==> src/hdl/rsd_pkg.sv <==
// Shared types and constants for the report stream deframer.
package rsd_pkg;

   localparam int REPORT_BYTES_DEF = 64;

   localparam logic [7:0] MARK_START = 8'h3F;  // '?'
   localparam logic [7:0] MARK_HASH  = 8'h23;  // '#'

   localparam int POS_HASH_A = 1;
   localparam int POS_HASH_B = 2;
   localparam int POS_TAG_HI = 3;
   localparam int POS_TAG_LO = 4;
   localparam int HDR_END    = 9;

   typedef enum logic [1:0] {
      KIND_PAYLOAD    = 2'd0,
      KIND_EMPTY_DONE = 2'd1,
      KIND_BAD_START  = 2'd2,
      KIND_BAD_CONT   = 2'd3
   } kind_type;

   typedef struct packed {
      kind_type    kind;
      logic [7:0]  payload_byte;
      logic [15:0] message_tag;
      logic        last_flag;
   } result_type;

endpackage

==> src/hdl/rsd_req_if.sv <==
// Input channel: one raw report byte per item.
interface rsd_req_if;
   logic       valid;
   logic       ready;
   logic [7:0] data_byte;

   modport source (output valid, output data_byte, input ready);
   modport sink   (input valid, input data_byte, output ready);
endinterface

==> src/hdl/rsd_rsp_if.sv <==
// Result channel: payload byte, tag, kind and last mark per item.
interface rsd_rsp_if;
   logic        valid;
   logic        ready;
   logic [1:0]  kind;
   logic [7:0]  payload_byte;
   logic [15:0] message_tag;
   logic        last_flag;

   modport source (output valid, output kind, output payload_byte, output message_tag,
                   output last_flag, input ready);
   modport sink   (input valid, input kind, input payload_byte, input message_tag,
                   input last_flag, output ready);
endinterface

==> src/hdl/rsd_parser.sv <==
// Per-byte deframing state and result decode.
module rsd_parser #(
   parameter int REPORT_BYTES = rsd_pkg::REPORT_BYTES_DEF
) (
   input  logic               clock,
   input  logic               reset,
   input  logic               accept,
   input  logic [7:0]         data_byte,
   output logic               hit,
   output rsd_pkg::result_type result
);
   import rsd_pkg::*;

   localparam int POS_W = $clog2(REPORT_BYTES);
   localparam logic [POS_W-1:0] P_HASH_A = POS_W'(POS_HASH_A);
   localparam logic [POS_W-1:0] P_HASH_B = POS_W'(POS_HASH_B);
   localparam logic [POS_W-1:0] P_TAG_HI = POS_W'(POS_TAG_HI);
   localparam logic [POS_W-1:0] P_TAG_LO = POS_W'(POS_TAG_LO);
   localparam logic [POS_W-1:0] P_HDR_END = POS_W'(HDR_END);
   localparam logic [POS_W-1:0] P_LAST = POS_W'(REPORT_BYTES - 1);

   logic [POS_W-1:0] pos_ff, pos_in;
   logic             in_msg_ff, in_msg_in;
   logic             discard_ff, discard_in;
   logic [15:0]      tag_ff, tag_in;
   logic [31:0]      len_ff, len_in;
   logic [31:0]      rem_ff, rem_in;

   always_comb begin
      pos_in     = pos_ff;
      in_msg_in  = in_msg_ff;
      discard_in = discard_ff;
      tag_in     = tag_ff;
      len_in     = len_ff;
      rem_in     = rem_ff;
      hit        = 1'b0;
      result     = '{kind: KIND_PAYLOAD, payload_byte: 8'h00, message_tag: 16'h0000,
                     last_flag: 1'b0};

      if (!discard_ff) begin
         if (!in_msg_ff) begin
            if (pos_ff == '0) begin
               if (data_byte != MARK_START) begin
                  hit         = 1'b1;
                  result.kind = KIND_BAD_START;
                  discard_in  = 1'b1;
               end
            end else if (pos_ff == P_HASH_A || pos_ff == P_HASH_B) begin
               if (data_byte != MARK_HASH) begin
                  hit         = 1'b1;
                  result.kind = KIND_BAD_START;
                  discard_in  = 1'b1;
               end
            end else if (pos_ff == P_TAG_HI) begin
               tag_in = {data_byte, 8'h00};
            end else if (pos_ff == P_TAG_LO) begin
               tag_in = {tag_ff[15:8], data_byte};
            end else if (pos_ff < P_HDR_END) begin
               len_in = {len_ff[23:0], data_byte};
               if (pos_ff == P_HDR_END - 1'b1) begin
                  if (len_in == 32'd0) begin
                     hit                = 1'b1;
                     result.kind        = KIND_EMPTY_DONE;
                     result.message_tag = tag_ff;
                     result.last_flag   = 1'b1;
                     discard_in         = 1'b1;
                  end else begin
                     rem_in    = len_in;
                     in_msg_in = 1'b1;
                  end
               end
            end
         end else if (pos_ff == '0) begin
            if (data_byte != MARK_START) begin
               hit         = 1'b1;
               result.kind = KIND_BAD_CONT;
               in_msg_in   = 1'b0;
               discard_in  = 1'b1;
            end
         end else begin
            rem_in              = rem_ff - 32'd1;
            hit                 = 1'b1;
            result.payload_byte = data_byte;
            result.message_tag  = tag_ff;
            result.last_flag    = (rem_in == 32'd0);
            if (rem_in == 32'd0) begin
               in_msg_in  = 1'b0;
               discard_in = 1'b1;
            end
         end
      end

      if (pos_ff == P_LAST) begin
         pos_in     = '0;
         discard_in = 1'b0;
      end else begin
         pos_in = pos_ff + 1'b1;
      end
   end

   always_ff @(posedge clock) begin
      if (reset) begin
         pos_ff     <= '0;
         in_msg_ff  <= 1'b0;
         discard_ff <= 1'b0;
         tag_ff     <= '0;
         len_ff     <= '0;
         rem_ff     <= '0;
      end else if (accept) begin
         pos_ff     <= pos_in;
         in_msg_ff  <= in_msg_in;
         discard_ff <= discard_in;
         tag_ff     <= tag_in;
         len_ff     <= len_in;
         rem_ff     <= rem_in;
      end
   end

endmodule

==> src/hdl/report_stream_deframer_unit.sv <==
// Report stream deframer: recovers framed messages from fixed-size byte reports.
//
// req_chan carries one raw report byte per item; reports of REPORT_BYTES bytes
// arrive back to back. The first report of a message starts "?##", a 16-bit
// big-endian tag and a 32-bit big-endian length; continuation reports start '?'.
// rsp_chan carries at most one item per input byte: a payload byte with tag and
// last mark, an empty-message done, or a bad start / continuation marker error.
// Bytes that give no result (markers, header, padding, dropped bytes) are
// consumed silently.
// A result is registered and appears on rsp_chan the cycle after its byte is accepted.
// Throughput: one byte per cycle unless a held result stalls; the single state
// update per byte is the whole loop; a result register separates the channels.
// While rsp_chan stalls with a result held, req_chan stays ready only if the
// held result is taken in that cycle.
// Reset clears all framing state; the block then awaits a first report at
// byte 0 and holds no result.
module report_stream_deframer_unit #(
   parameter int REPORT_BYTES = rsd_pkg::REPORT_BYTES_DEF
) (
   input  logic     clock,
   input  logic     reset,
   rsd_req_if.sink  req_chan,
   rsd_rsp_if.source rsp_chan
);
   import rsd_pkg::*;

   logic       accept;
   logic       hit;
   result_type result;
   result_type res_ff, res_in;
   logic       rsp_valid_ff, rsp_valid_in;

   assign req_chan.ready = !rsp_valid_ff || rsp_chan.ready;
   assign accept         = req_chan.valid && req_chan.ready;

   rsd_parser #(
      .REPORT_BYTES(REPORT_BYTES)
   ) u_parser (
      .clock     (clock),
      .reset     (reset),
      .accept    (accept),
      .data_byte (req_chan.data_byte),
      .hit       (hit),
      .result    (result)
   );

   always_comb begin
      rsp_valid_in = rsp_valid_ff;
      res_in       = res_ff;
      if (accept && hit) begin
         rsp_valid_in = 1'b1;
         res_in       = result;
      end else if (rsp_chan.ready) begin
         rsp_valid_in = 1'b0;
      end
   end

   always_ff @(posedge clock) begin
      if (reset) begin
         rsp_valid_ff <= 1'b0;
      end else begin
         rsp_valid_ff <= rsp_valid_in;
      end
   end

   always_ff @(posedge clock) begin
      res_ff <= res_in;
   end

   assign rsp_chan.valid        = rsp_valid_ff;
   assign rsp_chan.kind         = res_ff.kind;
   assign rsp_chan.payload_byte = res_ff.payload_byte;
   assign rsp_chan.message_tag  = res_ff.message_tag;
   assign rsp_chan.last_flag    = res_ff.last_flag;

endmodule
==> src/flat_wrapper.sv <==
// flat-port wrapper written by rule: the top's interface ports become plain ports
module report_stream_deframer_unit_flat import rsd_pkg::*;
#(
   parameter int REPORT_BYTES = rsd_pkg::REPORT_BYTES_DEF
)
  (clock, reset, req_chan_valid, req_chan_data_byte, req_chan_ready, rsp_chan_valid, rsp_chan_kind, rsp_chan_payload_byte, rsp_chan_message_tag, rsp_chan_last_flag, rsp_chan_ready);
  rsd_req_if req_chan_i ();
  rsd_rsp_if rsp_chan_i ();
  input  logic clock;
  input  logic reset;
  input wire logic [$bits(req_chan_i.valid)-1:0] req_chan_valid;
  input wire logic [$bits(req_chan_i.data_byte)-1:0] req_chan_data_byte;
  output wire logic [$bits(req_chan_i.ready)-1:0] req_chan_ready;
  output wire logic [$bits(rsp_chan_i.valid)-1:0] rsp_chan_valid;
  output wire logic [$bits(rsp_chan_i.kind)-1:0] rsp_chan_kind;
  output wire logic [$bits(rsp_chan_i.payload_byte)-1:0] rsp_chan_payload_byte;
  output wire logic [$bits(rsp_chan_i.message_tag)-1:0] rsp_chan_message_tag;
  output wire logic [$bits(rsp_chan_i.last_flag)-1:0] rsp_chan_last_flag;
  input wire logic [$bits(rsp_chan_i.ready)-1:0] rsp_chan_ready;
  assign req_chan_i.valid = req_chan_valid;
  assign req_chan_i.data_byte = req_chan_data_byte;
  assign req_chan_ready = req_chan_i.ready;
  assign rsp_chan_valid = rsp_chan_i.valid;
  assign rsp_chan_kind = rsp_chan_i.kind;
  assign rsp_chan_payload_byte = rsp_chan_i.payload_byte;
  assign rsp_chan_message_tag = rsp_chan_i.message_tag;
  assign rsp_chan_last_flag = rsp_chan_i.last_flag;
  assign rsp_chan_i.ready = rsp_chan_ready;
  report_stream_deframer_unit #(.REPORT_BYTES(REPORT_BYTES)) u_core (.clock(clock), .reset(reset), .req_chan(req_chan_i), .rsp_chan(rsp_chan_i));
endmodule
==> config.mk <==
export PLATFORM = sky130hd
export DESIGN_NAME = report_stream_deframer_unit_flat
export DESIGN_NICKNAME = d
export VERILOG_FILES = /design/src/hdl/rsd_pkg.sv /design/src/hdl/rsd_req_if.sv /design/src/hdl/rsd_rsp_if.sv /design/src/hdl/rsd_parser.sv /design/src/hdl/report_stream_deframer_unit.sv /design/src/flat_wrapper.sv
export SDC_FILE = /design/constraint.sdc
export NUM_CORES = 1
export LEC_CHECK = 0
export ABC_AREA = 1
export BUFFER_PORTS_ARGS = -buffer_cell sky130_fd_sc_hd__buf_2
export CORE_ASPECT_RATIO = 1.75
export CORE_MARGIN = 2
export CORE_UTILIZATION = 25
export CTS_CLUSTER_DIAMETER = 60
export DETAILED_ROUTE_END_ITERATION = 8
export GPL_TIMING_DRIVEN = 0
export HOLD_SLACK_MARGIN = 0.12
export SLEW_MARGIN = 30
export SYNTH_ARGS = -nofsm -noshare
export SYNTH_HDL_FRONTEND = slang
export SYNTH_SLANG_ARGS = --single-unit
==> constraint.sdc <==
create_clock -name clock -period 2.6 [get_ports clock]
set_input_delay 0.26 -clock clock [delete_from_list [all_inputs] [get_ports clock]]
set_output_delay 0.26 -clock clock [all_outputs]
set_load 0.05 [all_outputs]
==> key figures, run 1 <==
Run status
  – Status: finished clean

Worst setup path
  – CP required: 2.78 ns
  – Crit Reg-Reg Endpoint: u_core.rsp_chan.last_flag
  – Worst Setup Path Type: reg2reg
  – Slowest-stage cell, CP: dfxtp_1
  – Most frequent CP cell: nand2_1
  – Buffer and inverter count on the worst path: 2
  – Reg2reg setup slack: 0.14 ns
  – R2R depth: 13
  – Cell Chain, Critical Path: inv_1 -> ha_1 -> nand2_2 -> inv_1 -> nand3_1 -> nand2_1 -> nor2_2 -> nand2_1 -> nor2_1 -> nand2_1 -> nor2_2 -> nand3_2 -> o21ai_1
  – Top delay family on crit path: simple AND/OR/NAND/NOR gates
  – CP max FO: 6
  – R2r startpoint: u_core.u_parser.rem_ff[0]
  – Crit start category: flop
  – Crit-path max cell delay: 0.44 ns
  – Crit. End Element: flop
  – Arrival @ worst endpoint: 2.63 ns

Cells and area
  – Final core utilization: 29.2%
  – Share of layout cells above drive strength 1: 14.2%
  – Area of the multi-input gates: 0.00291 mm²
  – Register area: 0.00243 mm²
  – Finished Cell Area: 0.00679 mm²
  – Fillers: 2530
  – Layout net count: 903
  – Area grow syn2layout: 15.6%
  – Diode count: 0

Global routing
  – Initial antenna violation count: 0
  – Gr usage total: 16.1%
  – Vias in the first global route: 5531
  – First-pass GRT wire length: 29900 µm
  – Pin count of the biggest net entering global routing: 28
  – Total grt overflow: 0

Clock network
  – # Post-CTS Setup Buffers: 0
  – CTS sink count: 108
  – Htree depth: 3
  – Clock transition at path regs: 0.08 ns
  – Root Buffer: clkbuf_16
  – CTS tree: yes
  – Clk_lat worst skew: 0.38 ns
  – Total CTS buffers: 9
  – Max Buffers Root-to-Sink: 2

Worst hold path
  – Hold WC Path Type: in2reg
  – Worst Hold Endpoint: u_core.rsp_chan.valid
  – Hold Path Depth: 4
  – Worst Min Path Start: rsp_chan_ready

Drt
  – Final WL: 19400 µm
  – Drt drc: 0
  – Final ANT Viol Nets: 0
  – Routed wire per std cell: 16.3 µm
  – Via density: 4.77
  – DR iter-0 viols: 444
  – Drt pass-1 iters: 5
  – Via count: 5689

Yosys
  – Top_reg_cell synth: dfxtp_1
  – Post-synthesis mux area share: 0%
  – Synthesized net count: 852
  – XOR/XNOR Fraction of Synth Area: 0.746%
  – Gate count of the mapped netlist: 833
  – Post-synth EDFFs: 27
  – Post-synthesis area per instance: 7.05 µm²
  – Post-Synth Adder-Cell Area: 1.49%
  – Main combinational cell family by area after synthesis: simple AND/OR/NAND/NOR gates
  – Netlist cell types: 39
  – Synth Area in Compound Gates: 15.7%
  – Synthesis Warnings: 0
  – Area share of and/or/nand/nor cells after synthesis: 31.6%
  – Ys async rst share: 0%
  – Mapped Area: 0.00587 mm²
  – Sequential area share after synthesis: 41.4%
  – #FFs+latches synth: 108

STA
  – FMAX: 407 MHz
  – Worst-Margin Slew: 0.746 ns
  – Post-layout min period: 2.46 ns
  – Final period util: 94.4%
  – Final setup vio count: 0
  – Setup Skew: 0.0166 ns
  – Slew Limit Fails: 0
  – Final-report hold violation count: 0
  – Relative slew slack: 50.3%
  – RSZ-0062 raised after global routing: false

Pwr
  – Leak: 2.85 nW
  – Post-layout total power: 0.00458 W
  – Worst VDD drop: 0.468 mV
  – PwrDens: 674 mW/mm²

Placement
  – Placer congestion estimate: 0.960
  – I/O Buffers: 40
  – Post-DP Area: 0.00645 mm²
  – Detailed Place HPWL: 15200 µm

Floorplanning
  – Die X-Extent: 120 µm
  – Die area: 0.0248 mm²
  – Initial Util: 25.3%
  – Core Area: 0.0232 mm²
  – Row count: 74
  – Die Ht: 207 µm
  – Num ports: 41

Job
  – Max-Cap Viols: 0
==> flip-flops by register name (all words and copies together) (netlist names) <==
register and count:
u_core.rsp_chan.kind 2, u_core.u_parser.len_ff 24, u_core.rsp_chan.payload_byte 8, u_core.rsp_chan.last_flag 1, u_core.rsp_chan.valid 1, u_core.rsp_chan.message_tag 16, u_core.u_parser.rem_ff 32, u_core.u_parser.pos_ff 6
u_core.u_parser.discard_ff 1, u_core.u_parser.tag_ff 16, u_core.u_parser.in_msg_ff 1
==> where the power goes <==
group          internal [W]  switching, W
clock              0.000861      0.000708
combinational      0.000290      0.000835
sequential          0.00182     0.0000607
==> area by class of cell <==
type | instances | area share, %
plain buffers | 32 | 2.56
multi-input cells | 598 | 42.9
inverters | 95 | 5.31
clock buffers | 9 | 3.32
clock inverters | 7 | 1.53
well taps | 304 | 5.60
flip-flops and latches | 108 | 35.8
repair buffers | 40 | 2.95
==> cell usage after synthesis (all sizes together), types with 4 or more instances <==
cell type	number	area [µm²]
ha	7	87.6
nand4	6	37.5
dfxtp	81	1620
nand3	50	260
a211oi	17	128
a31oi	9	62.6
nor2	139	614
o21ai	68	348
nand2	200	798
a21oi	75	379
inv	93	349
buf	16	114
edfxtp	27	811
nor4	4	40.0
nor3	13	76.3
clkbuf	16	60.1
==> per-layer routing <==
| metal | track usage [%] | vias to the layer above | routed length [µm] | share of wire, % |
|---|---|---|---|---|
| met5 | 0 | - | 0 | 0 |
| met3 | 1.62 | 61 | 565 | 2.9 |
| met2 | 31.5 | 186 | 10800 | 55 |
| met4 | 12.3 | 0 | 1400 | 7.2 |
| met1 | 15.1 | 2607 | 6700 | 34 |
| li1 | - | 2835 | - | - |
==> cells by family (layout without fill, tap and decap cells) <==
logic type               after synthesis  after routing
AO/OA/AOI/OAI                        170            170
XOR/XNOR                               5              5
adder cells (fa/ha/maj)                7              7
buffers and inverters                127            183
flip-flops                           108            108
AND/OR/NAND/NOR                      416            416
==> placed cells by master, fill, tap and decap left out, drive strengths merged, types with 6 or more instances in the layout <==
master | synthesis | layout
nand2 | 200 | 200
a31oi | 9 | 9
clkbuf | 16 | 25
nor3 | 13 | 13
a21oi | 75 | 75
inv | 93 | 96
nand3 | 50 | 50
dfxtp | 81 | 81
a211oi | 17 | 17
o21ai | 68 | 68
ha | 7 | 7
nand4 | 6 | 6
edfxtp | 27 | 27
nor2 | 139 | 139
buf | 16 | 56
==> how the worst max path moves through the flow <==
stage | from | to | slack (ns) | cells past startpoint
finish | u_core.u_parser.rem_ff[0] | u_core.rsp_chan.last_flag | 0.14 | 13
global route | u_core.u_parser.rem_ff[0] | u_core.rsp_chan.last_flag | 0.01 | 14
CTS | u_core.u_parser.rem_ff[0] | u_core.rsp_chan.last_flag | 0.12 | 13
detailed placement | u_core.u_parser.rem_ff[0] | u_core.rsp_chan.last_flag | 0.03 | 13
global placement | req_chan_data_byte[4] | u_core.rsp_chan.payload_byte[5] | -0.25 | 10
floorplan | u_core.rsp_chan.valid | u_core.rsp_chan.kind[0] | 0.06 | 7
==> per-stage QoR <==
step                      TNS [ns]  instances  hold WS [ns]  setup WS, ns
after floorplan                  0        833         0.429        0.0575
after global placement       -6.63       1177         0.450        -0.249
after detailed placement         0       1177         0.452        0.0295
after CTS                        0       1193         0.178         0.116
after global routing             0       1193         0.228        0.0120
final                            0       1193         0.183         0.145
==> timing repair <==
item / 4_1_cts / 5_1_grt
hold buffers: 0 / 0
resized for setup: 1 / 3
endpoints found under the setup margin: 1 / 28
==> tightest hold or removal path: stages <==
cell	delay, ns
buf_2	0.07
inv_1	0.03
nand2_1	0.08
a21oi_1	0.07
Note: power is estimated with default switching activity, not from simulation.
==> run 2: changes to the inputs <==
--- a/config.mk
+++ b/config.mk
@@ -18,3 +18,4 @@
 export SYNTH_ARGS = -nofsm -noshare
 export SYNTH_HDL_FRONTEND = slang
 export SYNTH_SLANG_ARGS = --single-unit
+export TNS_END_PERCENT = 5
==> constraint.sdc (replaced) <==
create_clock -name clock -period 2.2 [get_ports clock]
set_input_delay 0.22 -clock clock [delete_from_list [all_inputs] [get_ports clock]]
set_output_delay 0.22 -clock clock [all_outputs]
set_load 0.05 [all_outputs]
==> run 2 against run 1 <==
Net effect:
- total power grew 16%
- critical path type unchanged
- register-to-register slack lost 0.03 ns
- largest cell class unchanged
- critical endpoint is now u_core.rsp_chan.message_tag[8]
- flip-flop and latch count is the same
==> key figures, run 2 (same netlist as run 1, synthesis figures left out) <==
Pwr
  – Leak: 2.91 nW (+1.8%)
  – Combinational power share: 26.8% (+2.2 points)
  – Register share of total power: 42.0% (+0.9 points)
  – PwrDens: 762 mW/mm² (+13%)
  – Worst VDD drop: 0.601 mV (+28%)
  – Sw frac: 36.8% (+1.8 points)
  – P_sw: 0.00195 W (+22%)
  – Cell-internal power: 0.00335 W (+13%)
  – Clock Power Share: 31.2% (-3.1 points)

STA
  – Final setup vio count: 0 (unchanged)
  – RSZ-0062 raised after global routing: true
  – Worst hold slack: 0.174 ns (-0.00977 ns)
  – Total Neg Setup Slack: 0 ns (unchanged)
  – Slew Limit Fails: 0 (unchanged)
  – Post-layout min period: 2.09 ns (-0.368 ns)
  – Final period util: 94.9% (+0.44 points)
  – Relative slew slack: 54.0% (+3.7 points)
  – Setup Skew: 0.0134 ns (-0.00325 ns)
  – Worst-Margin Slew: 0.690 ns (-0.0558 ns)
  – FMAX: 479 MHz (+18%)
  – Final-report hold violation count: 0 (unchanged)

Floorplanning
  – Initial Util: 25.3% (unchanged)
  – Die area: 0.0248 mm² (unchanged)
  – Row count: 74 (unchanged)
  – Die Ht: 207 µm (unchanged)
  – Num ports: 41 (unchanged)
  – Die X-Extent: 120 µm (unchanged)
  – Core Area: 0.0232 mm² (unchanged)

Cells and area
  – Largest register by flop count: u_core.u_parser.rem_ff
  – Diode count: 0 (unchanged)
  – Most common cell after layout, fill and taps aside: nand2_1
  – Top flop regs: u_core.u_parser.rem_ff (32), u_core.u_parser.len_ff (24)
  – Finished Cell Area: 0.00696 mm² (+2.6%)
  – Layout net count: 912 (+1.0%)
  – Commonest cells after routing, fill and taps aside: 180 x nand2_1, 109 x nor2_1, 79 x inv_1
  – Max FFs per register: 32 (unchanged)
  – Area grow syn2layout: 18.6%
  – Share of layout cells above drive strength 1: 18.8% (+4.6 points)

Drt
  – DR iter-0 viols: 373 (-16%)
  – Drt drc: 0 (unchanged)
  – Final ANT Viol Nets: 0 (unchanged)
  – Via count: 5708 (+0.33%)
  – Final WL: 19500 µm (+0.47%)
  – Via density: 4.75 (-0.42%)
  – Drt pass-1 iters: 6 (+1)
  – Routed wire per std cell: 16.3 µm (-0.28%)

Placement
  – Placer congestion estimate: 0.938 (-2.3%)
  – I/O Buffers: 40 (unchanged)
  – Detailed Place HPWL: 15300 µm (+0.24%)
  – Post-DP Area: 0.00646 mm² (+0.12%)

Worst hold path
  – Hold Path Depth: 3 (-1)
  – Hold WC Path Type: in2reg

Clock network
  – Clk_lat worst skew: 0.38 ns (about the same)
  – CTS sink count: 108 (unchanged)
  – Htree depth: 3 (unchanged)
  – Clock transition at path regs: 0.08 ns (about the same)
  – Total CTS buffers: 9 (unchanged)
  – CTS tree: yes
  – Root Buffer: clkbuf_16
  – Max Buffers Root-to-Sink: 2 (unchanged)

Worst setup path
  – Crit. End Element: flop
  – CP required: 2.29 ns (-0.49 ns)
  – Worst Setup Path Type: reg2reg
  – R2R depth: 9 (-4)
  – Crit start category: flop
  – Arrival @ worst endpoint: 2.18 ns (-0.45 ns)
  – CP max FO: 6 (unchanged)

Global routing
  – Initial antenna violation count: 0 (unchanged)
  – Gr usage total: 16.3% (+0.21 points)
  – Vias in the first global route: 5663 (+2.4%)
  – Pin count of the biggest net entering global routing: 21 (-25%)
  – First-pass GRT wire length: 30500 µm (+2.3%)
  – Total grt overflow: 0 (unchanged)

Run status
  – Status: finished clean

Job
  – Max-Cap Viols: 0 (unchanged)
## run 2: layout make-up
class                           instances  area, µm²
Inverter                               95        365
Sequential cell                       108       2440
Multi-Input combinational cell        598       3010
Fill cell                            2568      16300
Timing Repair Buffer                   48        275
Clock buffer                            9        225
Tap cell                              304        380
Buffer                                 32        184
Clock inverter                          7       73.8
Timing Repair inverter                  1       7.51
## run 2: power groups by stage
stage / clock network (W) / registers [W] / logic, W
2_1_floorplan: 0 / 0.00242 / 0.000769
3_3_place_gp: 0 / 0.00227 / 0.00132
3_5_place_dp: 0 / 0.00227 / 0.00132
4_1_cts: 0.00169 / 0.00222 / 0.00137
5_1_grt: 0.00174 / 0.00224 / 0.00155
6_report: 0.00166 / 0.00223 / 0.00142
## run 2: path summary, 6_finish.rpt
| path | from | to | slack (ns) |
|---|---|---|---|
| hold / removal | req_chan_data_byte[4] | u_core.u_parser.len_ff[4] | 0.17 |
| setup / recovery | u_core.u_parser.len_ff[6] | u_core.rsp_chan.message_tag[8] | 0.11 |
| setup reg to reg | u_core.u_parser.len_ff[6] | u_core.rsp_chan.message_tag[8] | 0.11 |
| hold reg to reg | u_core.u_parser.tag_ff[0] | u_core.u_parser.tag_ff[0] | 0.46 |
## run 2: timing repair
action / 4_1_cts / 5_1_grt
gates cloned: 1 / 0
buffers inserted: 4 / 3
setup endpoints to repair: 43 / 97
pin swaps: 0 / 2
gates resized for setup: 14 / 36
hold endpoints to repair: 1 / 0
hold buffers: 1 / 0
## run 2: through the flow
stage / util (%) / instances / total power [W] / worst slack [ns]
3_5_place_dp: 27.8 / 1177 / 0.00359 / -0.353
3_3_place_gp: 27.8 / 1177 / 0.00359 / -0.338
6_report: 30.0 / 1202 / 0.00530 / 0.113
5_1_grt: 30.0 / 1202 / 0.00553 / -0.0657
4_1_cts: 29.5 / 1199 / 0.00528 / -0.0160
2_1_floorplan: - / 833 / 0.00319 / 0.0777
## run 2: per-layer routing
layer	GRT usage, %	routed length [µm]	vias to the layer above
met2	32.4	11000	154
met5	0	0	-
met4	12.9	1520	0
met3	1.90	522	72
li1	-	-	2836
met1	14.4	6500	2646
## run 2: critical path, cell delays in order (launching register included)
cell        delay, ns
dfxtp_1          0.38
or2_0            0.24
nor4_1           0.26
nand2_1          0.14
nor2_4           0.13
nand3_1          0.14
nand3_2          0.11
nand2_2          0.12
clkinvlp_4       0.12
buf_4            0.16
